===== config.mk =====
export PLATFORM = sky130hd
export DESIGN_NAME = selective_repeat_sender_flat
export DESIGN_NICKNAME = d
export VERILOG_FILES = /design/src/rtl/srs_pkg.sv /design/src/rtl/srs_if.sv /design/src/rtl/selective_repeat_sender.sv /design/src/rtl/srs_csum.sv /design/src/flat_wrapper.sv
export SDC_FILE = /design/constraint.sdc
export NUM_CORES = 2
export LEC_CHECK = 0
export ABC_CLOCK_PERIOD_IN_PS = 20400
export BUFFER_PORTS_ARGS = -buffer_cell sky130_fd_sc_hd__buf_4
export CAP_MARGIN = 20
export CORE_MARGIN = 2
export CORE_UTILIZATION = 55
export CTS_BUF_LIST = sky130_fd_sc_hd__clkbuf_8 sky130_fd_sc_hd__clkbuf_16
export CTS_CLUSTER_SIZE = 40
export DETAILED_ROUTE_END_ITERATION = 6
export GPL_TIMING_DRIVEN = 0
export MAX_ROUTING_LAYER = met4
export PLACE_DENSITY = 0.73
export SKIP_LAST_GASP = 1
export SLEW_MARGIN = 25
export SYNTH_ARGS = -nofsm -noshare
export SYNTH_HDL_FRONTEND = slang
export SYNTH_HIERARCHICAL = 1
export SYNTH_SLANG_ARGS = --single-unit

===== constraint.sdc =====
create_clock -name clk -period 20.4 [get_ports clk]
set_clock_uncertainty 0.2 [all_clocks]
set_input_delay 3.06 -clock clk [delete_from_list [all_inputs] [get_ports clk]]
set_output_delay 3.06 -clock clk [all_outputs]
set_load 0.01 [all_outputs]

===== src/rtl/srs_pkg.sv =====
`timescale 1ns / 1ps
package srs_pkg;

  localparam int WINDOW_DEF    = 6;
  localparam int SEQ_SPACE_DEF = 7;
  localparam int MSG_BYTES     = 20;
  localparam int MSG_W         = 8 * MSG_BYTES;
  localparam int BYTES_PER_STEP = 5;
  localparam int CSUM_STEPS    = MSG_BYTES / BYTES_PER_STEP;
  localparam int CSUM_CNT_W    = $clog2(CSUM_STEPS);
  localparam int TX_SEQ_W      = 3;
  localparam logic signed [1:0] ACK_UNUSED = 2'sb11;

  typedef enum logic [1:0] {
    OP_SEND    = 2'd0,
    OP_ACK     = 2'd1,
    OP_TIMEOUT = 2'd2,
    OP_NONE    = 2'd3
  } op_t;

  typedef enum logic [1:0] {
    TMR_NONE    = 2'd0,
    TMR_START   = 2'd1,
    TMR_STOP    = 2'd2,
    TMR_RESTART = 2'd3
  } timer_t;

  typedef enum logic [2:0] {
    ST_SENT      = 3'd0,
    ST_FULL      = 3'd1,
    ST_NEW_ACK   = 3'd2,
    ST_DUP_ACK   = 3'd3,
    ST_CORRUPT   = 3'd4,
    ST_RESENT    = 3'd5,
    ST_NO_RESEND = 3'd6,
    ST_SPARE     = 3'd7
  } status_t;

  // Start request for the checksum unit.
  typedef struct packed {
    logic        start;
    logic [31:0] init;
  } csum_req_t;

endpackage


===== src/rtl/srs_if.sv =====
`timescale 1ns / 1ps
interface srs_in_if;
  logic        valid;
  logic        ready;
  logic [1:0]  opcode;
  logic signed [31:0] pkt_seqnum;
  logic signed [31:0] pkt_acknum;
  logic signed [31:0] pkt_checksum;
  logic [63:0] payload_w0;
  logic [63:0] payload_w1;
  logic [31:0] payload_w2;

  modport source (output valid, opcode, pkt_seqnum, pkt_acknum, pkt_checksum,
                  payload_w0, payload_w1, payload_w2, input ready);
  modport sink (input valid, opcode, pkt_seqnum, pkt_acknum, pkt_checksum,
                payload_w0, payload_w1, payload_w2, output ready);
endinterface

interface srs_out_if;
  logic        valid;
  logic        ready;
  logic        transmit;
  logic [2:0]  tx_seqnum;
  logic signed [1:0]  tx_acknum;
  logic signed [31:0] tx_checksum;
  logic [63:0] tx_word0;
  logic [63:0] tx_word1;
  logic [31:0] tx_word2;
  logic [1:0]  timer_cmd;
  logic [2:0]  status;

  modport source (output valid, transmit, tx_seqnum, tx_acknum, tx_checksum,
                  tx_word0, tx_word1, tx_word2, timer_cmd, status, input ready);
  modport sink (input valid, transmit, tx_seqnum, tx_acknum, tx_checksum,
                tx_word0, tx_word1, tx_word2, timer_cmd, status, output ready);
endinterface


===== src/rtl/selective_repeat_sender.sv =====
`timescale 1ns / 1ps
// Selective-repeat ARQ sender with one retransmission timer.
// The input channel carries one command per transfer: a message to send, an
// arrived ACK packet, or a timer expiry. The output channel returns exactly
// one result per command (a reserved opcode is dropped with no result).
// A send starts the checksum unit at its transfer: the unit adds five message
// bytes per cycle, then the block sees it finish and loads the result.
// A send into a full window goes straight to its result, with no checksum.
// An ACK is checksummed first, and an intact one is then matched against the
// window slots; an ACK at the head then slides the window past each acked slot.
// A timeout that resends scans for the first unacked slot, reads its stored
// packet and checksums it; with nothing to resend it scans every slot in the
// window. The block works on one command at a time and is ready only when
// idle, in the cycle after the previous result is loaded.
// Reset (synchronous, active high) empties the window, clears all acked
// flags and restarts sequence numbering at zero; stored packets need no
// clearing. If the receiver stalls, the finished result waits in the output
// register, and the block may still take the next command; a second result
// waits inside until the output register is free.
module selective_repeat_sender #(
  parameter int WINDOW    = srs_pkg::WINDOW_DEF,
  parameter int SEQ_SPACE = srs_pkg::SEQ_SPACE_DEF
) (
  input logic clk,
  input logic rst,
  srs_in_if.sink    in_ch,
  srs_out_if.source out_ch
);
  import srs_pkg::*;

  localparam int IDX_W  = (WINDOW > 1) ? $clog2(WINDOW) : 1;
  localparam int FILL_W = $clog2(WINDOW + 1);
  localparam int SEQ_W  = (SEQ_SPACE > 1) ? $clog2(SEQ_SPACE) : 1;

  typedef enum logic [5:0] {
    S_IDLE  = 6'b000001,
    S_SUM   = 6'b000010,
    S_SCAN  = 6'b000100,
    S_SLIDE = 6'b001000,
    S_LOAD  = 6'b010000,
    S_FIN   = 6'b100000
  } state_t;

  state_t state;
  op_t    op;

  // Window bookkeeping.
  logic [IDX_W-1:0]  head;
  logic [FILL_W-1:0] fill;
  logic [SEQ_W-1:0]  next_seq;
  logic [WINDOW-1:0] acked;
  logic [SEQ_W-1:0]  slot_seq [WINDOW];

  // Packet store: one 160-bit row per slot, registered read.
  logic [MSG_W-1:0] slot_mem [WINDOW];
  logic [MSG_W-1:0] mem_rdata;
  logic             mem_we;
  logic [IDX_W-1:0] mem_waddr;
  logic [IDX_W-1:0] scan_k;
  logic [FILL_W-1:0] scan_i;

  // Latched command fields.
  logic [31:0]      ack_num;
  logic [31:0]      ack_ck;
  logic [MSG_W-1:0] pay;

  // Result being built.
  logic        r_tx;
  logic [SEQ_W-1:0] r_seq;
  logic [31:0] r_ck;
  timer_t      r_timer;
  status_t     r_status;

  csum_req_t   csum_req;
  logic        csum_done;
  logic [31:0] csum_sum;
  logic [MSG_W-1:0] csum_data;

  logic [IDX_W+1:0] tail_sum;
  logic [IDX_W-1:0] tail_slot;
  logic             accept;
  logic             out_free;
  logic [IDX_W-1:0] k_inc;
  logic [IDX_W-1:0] head_inc;
  logic [31:0]      seq_at_k;

  assign accept   = in_ch.valid && in_ch.ready;
  assign out_free = !out_ch.valid || out_ch.ready;
  assign in_ch.ready = (state == S_IDLE);

  assign tail_sum  = (IDX_W + 2)'(head) + (IDX_W + 2)'(fill);
  assign tail_slot = (tail_sum >= (IDX_W + 2)'(WINDOW)) ?
                     IDX_W'(tail_sum - (IDX_W + 2)'(WINDOW)) : IDX_W'(tail_sum);
  assign k_inc    = (scan_k == IDX_W'(WINDOW - 1)) ? '0 : scan_k + 1'b1;
  assign head_inc = (head == IDX_W'(WINDOW - 1)) ? '0 : head + 1'b1;
  assign seq_at_k = 32'(slot_seq[scan_k]);

  assign mem_we    = accept && (op_t'(in_ch.opcode) == OP_SEND) &&
                     (fill != FILL_W'(WINDOW));
  assign mem_waddr = tail_slot;

  always_ff @(posedge clk) begin
    if (mem_we) begin
      slot_mem[mem_waddr] <= {in_ch.payload_w2, in_ch.payload_w1, in_ch.payload_w0};
      slot_seq[mem_waddr] <= next_seq;
    end
    mem_rdata <= slot_mem[scan_k];
  end

  // Checksum start: sends into a window with room begin at the transfer, ACKs
  // too; resends start once the stored packet has been read.
  always_comb begin
    csum_req.start = 1'b0;
    csum_req.init  = '0;
    csum_data      = {in_ch.payload_w2, in_ch.payload_w1, in_ch.payload_w0};
    if (accept && (op_t'(in_ch.opcode) == OP_SEND)) begin
      csum_req.start = (fill != FILL_W'(WINDOW));
      csum_req.init  = 32'(next_seq) + 32'hFFFF_FFFF;
    end else if (accept && (op_t'(in_ch.opcode) == OP_ACK)) begin
      csum_req.start = 1'b1;
      csum_req.init  = in_ch.pkt_seqnum + in_ch.pkt_acknum;
    end else if (state == S_LOAD) begin
      csum_req.start = 1'b1;
      csum_req.init  = 32'(r_seq) + 32'hFFFF_FFFF;
      csum_data      = mem_rdata;
    end
  end

  srs_csum u_csum (
    .clk  (clk),
    .rst  (rst),
    .req  (csum_req),
    .data (csum_data),
    .done (csum_done),
    .sum  (csum_sum)
  );

  always_ff @(posedge clk) begin
    if (rst) begin
      state    <= S_IDLE;
      head     <= '0;
      fill     <= '0;
      next_seq <= '0;
      acked    <= '0;
      op       <= OP_NONE;
    end else begin
      unique case (state)
        S_IDLE: begin
          if (accept) begin
            op <= op_t'(in_ch.opcode);
            unique case (op_t'(in_ch.opcode))
              OP_SEND: begin
                if (fill == FILL_W'(WINDOW)) begin
                  state <= S_FIN;
                end else begin
                  acked[tail_slot] <= 1'b0;
                  fill  <= fill + 1'b1;
                  next_seq <= (next_seq == SEQ_W'(SEQ_SPACE - 1)) ?
                              '0 : next_seq + 1'b1;
                  state <= S_SUM;
                end
              end
              OP_ACK:     state <= S_SUM;
              OP_TIMEOUT: state <= S_SCAN;
              OP_NONE:    state <= S_IDLE;
            endcase
          end
        end
        S_SUM: begin
          if (csum_done) begin
            if (op == OP_ACK && csum_sum == ack_ck) begin
              state <= S_SCAN;
            end else begin
              state <= S_FIN;
            end
          end
        end
        S_SCAN: begin
          if (scan_i == fill) begin
            state <= S_FIN;
          end else if (op == OP_ACK) begin
            if (seq_at_k == ack_num) begin
              if (acked[scan_k]) begin
                state <= S_FIN;
              end else begin
                acked[scan_k] <= 1'b1;
                state <= (scan_k == head) ? S_SLIDE : S_FIN;
              end
            end
          end else if (!acked[scan_k]) begin
            state <= S_LOAD;
          end
        end
        S_SLIDE: begin
          if (fill != '0 && acked[head]) begin
            head <= head_inc;
            fill <= fill - 1'b1;
          end else begin
            state <= S_FIN;
          end
        end
        S_LOAD: state <= S_SUM;
        S_FIN: begin
          if (out_free) begin
            state <= S_IDLE;
          end
        end
        default: state <= S_IDLE;
      endcase
    end
  end

  // Scan pointer and result fields.
  always_ff @(posedge clk) begin
    if (state == S_IDLE) begin
      scan_i <= '0;
      scan_k <= head;
    end else if (state == S_SCAN) begin
      scan_i <= scan_i + 1'b1;
      scan_k <= k_inc;
    end
    if (accept) begin
      ack_num  <= in_ch.pkt_acknum;
      ack_ck   <= in_ch.pkt_checksum;
      pay      <= {in_ch.payload_w2, in_ch.payload_w1, in_ch.payload_w0};
      r_tx     <= 1'b0;
      r_seq    <= next_seq;
      r_ck     <= '0;
      r_timer  <= TMR_NONE;
      r_status <= ST_FULL;
    end
    unique case (state)
      S_SUM: begin
        if (csum_done) begin
          if (op == OP_SEND) begin
            r_tx     <= 1'b1;
            r_ck     <= csum_sum;
            r_status <= ST_SENT;
            r_timer  <= (fill == FILL_W'(1)) ? TMR_START : TMR_NONE;
          end else if (op == OP_TIMEOUT) begin
            r_tx     <= 1'b1;
            r_ck     <= csum_sum;
            r_status <= ST_RESENT;
            r_timer  <= TMR_START;
          end else if (csum_sum != ack_ck) begin
            r_status <= ST_CORRUPT;
          end
        end
      end
      S_SCAN: begin
        if (scan_i == fill) begin
          r_status <= (op == OP_ACK) ? ST_DUP_ACK : ST_NO_RESEND;
          r_timer  <= (op == OP_ACK) ? TMR_NONE : TMR_START;
        end else if (op == OP_ACK) begin
          if (seq_at_k == ack_num) begin
            r_status <= acked[scan_k] ? ST_DUP_ACK : ST_NEW_ACK;
          end
        end else if (!acked[scan_k]) begin
          r_seq <= slot_seq[scan_k];
        end
      end
      S_SLIDE: begin
        if (!(fill != '0 && acked[head])) begin
          r_timer <= (fill != '0) ? TMR_RESTART : TMR_STOP;
        end
      end
      S_LOAD: pay <= mem_rdata;
      S_IDLE, S_FIN: ;
      default: ;
    endcase
  end

  // Output register.
  always_ff @(posedge clk) begin
    if (rst) begin
      out_ch.valid <= 1'b0;
    end else if (state == S_FIN && out_free) begin
      out_ch.valid <= 1'b1;
    end else if (out_ch.ready) begin
      out_ch.valid <= 1'b0;
    end
  end

  always_ff @(posedge clk) begin
    if (state == S_FIN && out_free) begin
      out_ch.transmit    <= r_tx;
      out_ch.tx_seqnum   <= r_tx ? TX_SEQ_W'(32'(r_seq)) : '0;
      out_ch.tx_checksum <= r_ck;
      out_ch.tx_word0    <= r_tx ? pay[63:0] : '0;
      out_ch.tx_word1    <= r_tx ? pay[127:64] : '0;
      out_ch.tx_word2    <= r_tx ? pay[159:128] : '0;
      out_ch.timer_cmd   <= r_timer;
      out_ch.status      <= r_status;
    end
  end

  assign out_ch.tx_acknum = ACK_UNUSED;

  // The window never holds more packets than it has slots.
  a_fill_bound: assert property (@(posedge clk) disable iff (rst)
    fill <= FILL_W'(WINDOW))
    else $error("window fill exceeds window size");

  // A reserved opcode produces no work.
  a_no_op: assert property (@(posedge clk) disable iff (rst)
    (accept && in_ch.opcode == OP_NONE) |=> (state == S_IDLE))
    else $error("reserved opcode started work");

  // The checksum unit finishes only while a command waits for it.
  a_csum_done: assert property (@(posedge clk) disable iff (rst)
    csum_done |-> (state == S_SUM))
    else $error("checksum finished outside the sum state");

  // A result is loaded only when the output register is free.
  a_out_load: assert property (@(posedge clk) disable iff (rst)
    (out_ch.valid && !out_ch.ready && state == S_FIN) |=> (state == S_FIN))
    else $error("result left while output stalled");

endmodule


===== src/rtl/srs_csum.sv =====
`timescale 1ns / 1ps
// Iterative checksum: adds five sign-extended message bytes per cycle.
module srs_csum (
  input  logic              clk,
  input  logic              rst,
  input  srs_pkg::csum_req_t req,
  input  logic [srs_pkg::MSG_W-1:0] data,
  output logic              done,
  output logic [31:0]       sum
);
  import srs_pkg::*;

  logic [MSG_W-1:0]      buf_q;
  logic [CSUM_CNT_W-1:0] cnt;
  logic                  busy;
  logic [31:0]           step_sum;

  always_comb begin
    step_sum = sum;
    for (int b = 0; b < BYTES_PER_STEP; b++) begin
      step_sum = step_sum + {{24{buf_q[8*b+7]}}, buf_q[8*b +: 8]};
    end
  end

  always_ff @(posedge clk) begin
    if (rst) begin
      busy <= 1'b0;
      done <= 1'b0;
      cnt  <= '0;
    end else begin
      done <= busy && (cnt == CSUM_CNT_W'(CSUM_STEPS - 1));
      if (req.start) begin
        busy <= 1'b1;
        cnt  <= '0;
      end else if (busy) begin
        cnt <= cnt + 1'b1;
        if (cnt == CSUM_CNT_W'(CSUM_STEPS - 1)) begin
          busy <= 1'b0;
        end
      end
    end
  end

  always_ff @(posedge clk) begin
    if (req.start) begin
      buf_q <= data;
      sum   <= req.init;
    end else if (busy) begin
      buf_q <= buf_q >> (8 * BYTES_PER_STEP);
      sum   <= step_sum;
    end
  end

endmodule

===== src/flat_wrapper.sv =====
// flat-port wrapper written by rule: the top's interface ports become plain ports
module selective_repeat_sender_flat import srs_pkg::*;
#(
  parameter int WINDOW    = srs_pkg::WINDOW_DEF,
  parameter int SEQ_SPACE = srs_pkg::SEQ_SPACE_DEF
)
  (clk, rst, in_ch_valid, in_ch_opcode, in_ch_pkt_seqnum, in_ch_pkt_acknum, in_ch_pkt_checksum, in_ch_payload_w0, in_ch_payload_w1, in_ch_payload_w2, in_ch_ready, out_ch_valid, out_ch_transmit, out_ch_tx_seqnum, out_ch_tx_acknum, out_ch_tx_checksum, out_ch_tx_word0, out_ch_tx_word1, out_ch_tx_word2, out_ch_timer_cmd, out_ch_status, out_ch_ready);
  srs_in_if in_ch_i ();
  srs_out_if out_ch_i ();
  input logic clk;
  input logic rst;
  input wire logic [$bits(in_ch_i.valid)-1:0] in_ch_valid;
  input wire logic [$bits(in_ch_i.opcode)-1:0] in_ch_opcode;
  input wire logic [$bits(in_ch_i.pkt_seqnum)-1:0] in_ch_pkt_seqnum;
  input wire logic [$bits(in_ch_i.pkt_acknum)-1:0] in_ch_pkt_acknum;
  input wire logic [$bits(in_ch_i.pkt_checksum)-1:0] in_ch_pkt_checksum;
  input wire logic [$bits(in_ch_i.payload_w0)-1:0] in_ch_payload_w0;
  input wire logic [$bits(in_ch_i.payload_w1)-1:0] in_ch_payload_w1;
  input wire logic [$bits(in_ch_i.payload_w2)-1:0] in_ch_payload_w2;
  output wire logic [$bits(in_ch_i.ready)-1:0] in_ch_ready;
  output wire logic [$bits(out_ch_i.valid)-1:0] out_ch_valid;
  output wire logic [$bits(out_ch_i.transmit)-1:0] out_ch_transmit;
  output wire logic [$bits(out_ch_i.tx_seqnum)-1:0] out_ch_tx_seqnum;
  output wire logic [$bits(out_ch_i.tx_acknum)-1:0] out_ch_tx_acknum;
  output wire logic [$bits(out_ch_i.tx_checksum)-1:0] out_ch_tx_checksum;
  output wire logic [$bits(out_ch_i.tx_word0)-1:0] out_ch_tx_word0;
  output wire logic [$bits(out_ch_i.tx_word1)-1:0] out_ch_tx_word1;
  output wire logic [$bits(out_ch_i.tx_word2)-1:0] out_ch_tx_word2;
  output wire logic [$bits(out_ch_i.timer_cmd)-1:0] out_ch_timer_cmd;
  output wire logic [$bits(out_ch_i.status)-1:0] out_ch_status;
  input wire logic [$bits(out_ch_i.ready)-1:0] out_ch_ready;
  assign in_ch_i.valid = in_ch_valid;
  assign in_ch_i.opcode = in_ch_opcode;
  assign in_ch_i.pkt_seqnum = in_ch_pkt_seqnum;
  assign in_ch_i.pkt_acknum = in_ch_pkt_acknum;
  assign in_ch_i.pkt_checksum = in_ch_pkt_checksum;
  assign in_ch_i.payload_w0 = in_ch_payload_w0;
  assign in_ch_i.payload_w1 = in_ch_payload_w1;
  assign in_ch_i.payload_w2 = in_ch_payload_w2;
  assign in_ch_ready = in_ch_i.ready;
  assign out_ch_valid = out_ch_i.valid;
  assign out_ch_transmit = out_ch_i.transmit;
  assign out_ch_tx_seqnum = out_ch_i.tx_seqnum;
  assign out_ch_tx_acknum = out_ch_i.tx_acknum;
  assign out_ch_tx_checksum = out_ch_i.tx_checksum;
  assign out_ch_tx_word0 = out_ch_i.tx_word0;
  assign out_ch_tx_word1 = out_ch_i.tx_word1;
  assign out_ch_tx_word2 = out_ch_i.tx_word2;
  assign out_ch_timer_cmd = out_ch_i.timer_cmd;
  assign out_ch_status = out_ch_i.status;
  assign out_ch_i.ready = out_ch_ready;
  selective_repeat_sender #(.WINDOW(WINDOW), .SEQ_SPACE(SEQ_SPACE)) u_core (.clk(clk), .rst(rst), .in_ch(in_ch_i), .out_ch(out_ch_i));
endmodule

==> impl_metrics.ini <==
[global_route]
grt_pass1_vias = 42299
grt_max_degree = 56
grt_antenna_before_repair = 41
grt_overflow = 0
grt_first_pass_wirelength_um = 275000
track_usage = 0.286

[timing]
worst_pin_slew_ns = 1.02
fin_ws_ns = 13.90
timing.final.crit_share = 0.318
fin_setup_tns_ns = 0
rsz0062_at_grt = no
setup_viol = 0
min_period_ns = 6.50
fmax_mhz = 154
whs_ns = 0.239
hold_viol = 0
slew_headroom = 0.318
slew_viol_final = 0

[logic_synthesis]
synth_ff_type = edfxtp_1
yosysSeqAreaShare = 0.713
async_flop_share = 0
synthDistinctLibCells = 96
ys_seq_elements = 1833
syn_area_sq_um = 73900
syn_area_per_cell_sq_um = 15.6
synth_edf_count = 1598
yosys_warnings = 6
syn_inst = 4737

[floorplan]
pin_count = 467
chipWidth_um = 371
initial_core_util = 0.554
core_area_sq_um = 133000
rows = 134
die_area_sq_um = 137000
die_h_um = 371

[finish]
final_area_sq_um = 87600
final_common_cell = edfxtp_1
num-nets-final = 5959
final_util = 0.656
layout_common_cells = edfxtp_1 (1598), nand2_1 (726), buf_4 (542)
drive_above_1_share = 0.220
fin_cells = 7474
synthToLayoutAreaGrowth_pct = 18.6
fill_cells = 9286

[worst_setup_path]
startpoint_type = input port
cp_max_fo = 44
critPathArrivalTime_ns = 6.80
path_cells = buf_4 -> nand2_1 -> inv_1 -> nand3b_1 -> clkbuf_1 -> nand3_1 -> buf_2 -> buf_1 -> or2_4 -> buf_16 -> buf_16 -> buf_12
required_ns = 20.70
crit_family = buffers and inverters
cp_common_cell = buf_16
slowest_stage = buf_1
worst-path-buf-inv = 8
crit_type = input port to register
end_kind = register
cpPeakStageDelay_ns = 0.57

[clock_network]
clk_latency_ns = 0.83
hold_buffers = 0
numCtsBuffers = 179
clock-root-buffer = clkbuf_16
clkSinkCount = 1833
postCtsSetupBuffers = 0
htreeDepth = 4
cts_resized = 0
clk_pin_slew_worst_paths_ns = 0.06
clockBufferDepth = 3
cts_tree = done

[power_and_ir_drop]
powerDensity_nw_per_um2 = 136
ir_drop_mv = 0.191
leakagePower_nw = 32.1
power_mw = 11.9

[flow_run]
max_cap_violations = 0

[placed_design]
gp_congestion = 0.901
place_area_sq_um = 81600
io_buffers = 464
dp.cells = 7104
place_ws_ns = 13.12
detailed_place_hpwl_um = 137000

[status]
status = finished, final reports clean

[route]
post-route-drc-count = 0
drt_iter0_markers = 3909
vias_per_cell = 5.72
drt_wl_total_um = 192000
num_vias = 42756
routedWlPerCell_um = 25.6
drt-pass1-iter-count = 6
antenna_left = 0

[hold_path]
hold_class = register to register
[worst paths after layout]
path | startpoint | endpoint | slack, ns | cells past startpoint
max | in_ch_valid | u_core/u_csum/buf_q[133]$_SDFFCE_PN0P_ | 13.90 | 12
min reg2reg | u_core/r_timer[1]$_DFF_P_ | u_core/out_ch.timer_cmd[1]$_DFFE_PP_ | 0.24 | 0
max reg2reg | u_core/u_csum/buf_q[7]$_DFFE_PP_ | u_core/u_csum/sum[28]$_DFFE_PP_ | 14.68 | 14
min | u_core/r_timer[1]$_DFF_P_ | u_core/out_ch.timer_cmd[1]$_DFFE_PP_ | 0.24 | 0
[flip-flops by register name, indices dropped and copies added (netlist names), 6 cells and up, named ones only]
signal,flops
u_core/slot_mem,960
u_core/mem_rdata,160
u_core/pay,160
u_core/u_csum/buf_q,160
u_core/out_ch.tx_word0,64
u_core/out_ch.tx_word1,64
u_core/ack_ck,32
u_core/ack_num,32
u_core/out_ch.tx_checksum,32
u_core/out_ch.tx_word2,32
u_core/r_ck,32
u_core/u_csum/sum,32
u_core/slot_seq,18
u_core/acked,6
u_core/state,6
[layer usage]
| layer | routed length (um) | GRT usage | up-vias | part of all wire |
|---|---|---|---|---|
| met4 | 8300 | 0.127 | 0 | 0.043 |
| li1 | - | - | 19026 | - |
| met3 | 16000 | 0.0618 | 370 | 0.084 |
| met1 | 74100 | 0.363 | 21476 | 0.39 |
| met5 | 0 | - | - | 0 |
| met2 | 93200 | 0.447 | 1884 | 0.49 |
[kinds of logic (layout without fill, tap and decap cells)]
kind of cell / count (synthesis) / in the layout / synth area share
AOI/OAI and AO/OA: 478 / 478 / 0.0411
xor gates and xnor gates: 104 / 104 / 0.0123
adders and majority gates: 180 / 180 / 0.0408
buffers and inverters: 359 / 1293 / 0.0191
DFF: 1833 / 1833 / 0.713
muxes: 472 / 472 / 0.0942
other: 1 / 36 / 0.0000508
and+or+nand+nor: 1310 / 1310 / 0.0791
[cell usage after synthesis (49+ instances only)]
cell type	n	area (sq um)
clkbuf_1	118	443
dfxtp_1	235	4700
xor2_1	58	508
fa_1	102	2040
buf_1	49	184
o21ai_0	64	320
a21oi_1	234	1170
edfxtp_1	1598	48000
and2_1	207	1290
nand2_1	727	2730
mux4_2	163	3670
nor2_1	233	875
mux2_2	134	1510
inv_1	163	612
mux2i_1	172	1720
ha_1	78	976
[cell type report]
class,instances,area (sq um),share of cell area
Antenna cell,34,85.1,0.000971
Buffer,195,818,0.00934
Clock buffer,199,4750,0.0543
Clock inverter,137,1190,0.0136
Inverter,164,616,0.00703
Multi-Input combinational cell,2546,19900,0.227
Sequential cell,1833,52700,0.602
Tap cell,1768,2210,0.0253
Timing Repair Buffer,598,5370,0.0613
[where the power goes]
part / internal [mW] / total (mW) / switching [mW]
combinational: 1.69 / 3.93 / 2.25
sequential: 4.53 / 4.68 / 0.150
clock: 1.83 / 3.26 / 1.43
(Power assumes the default switching activity.)
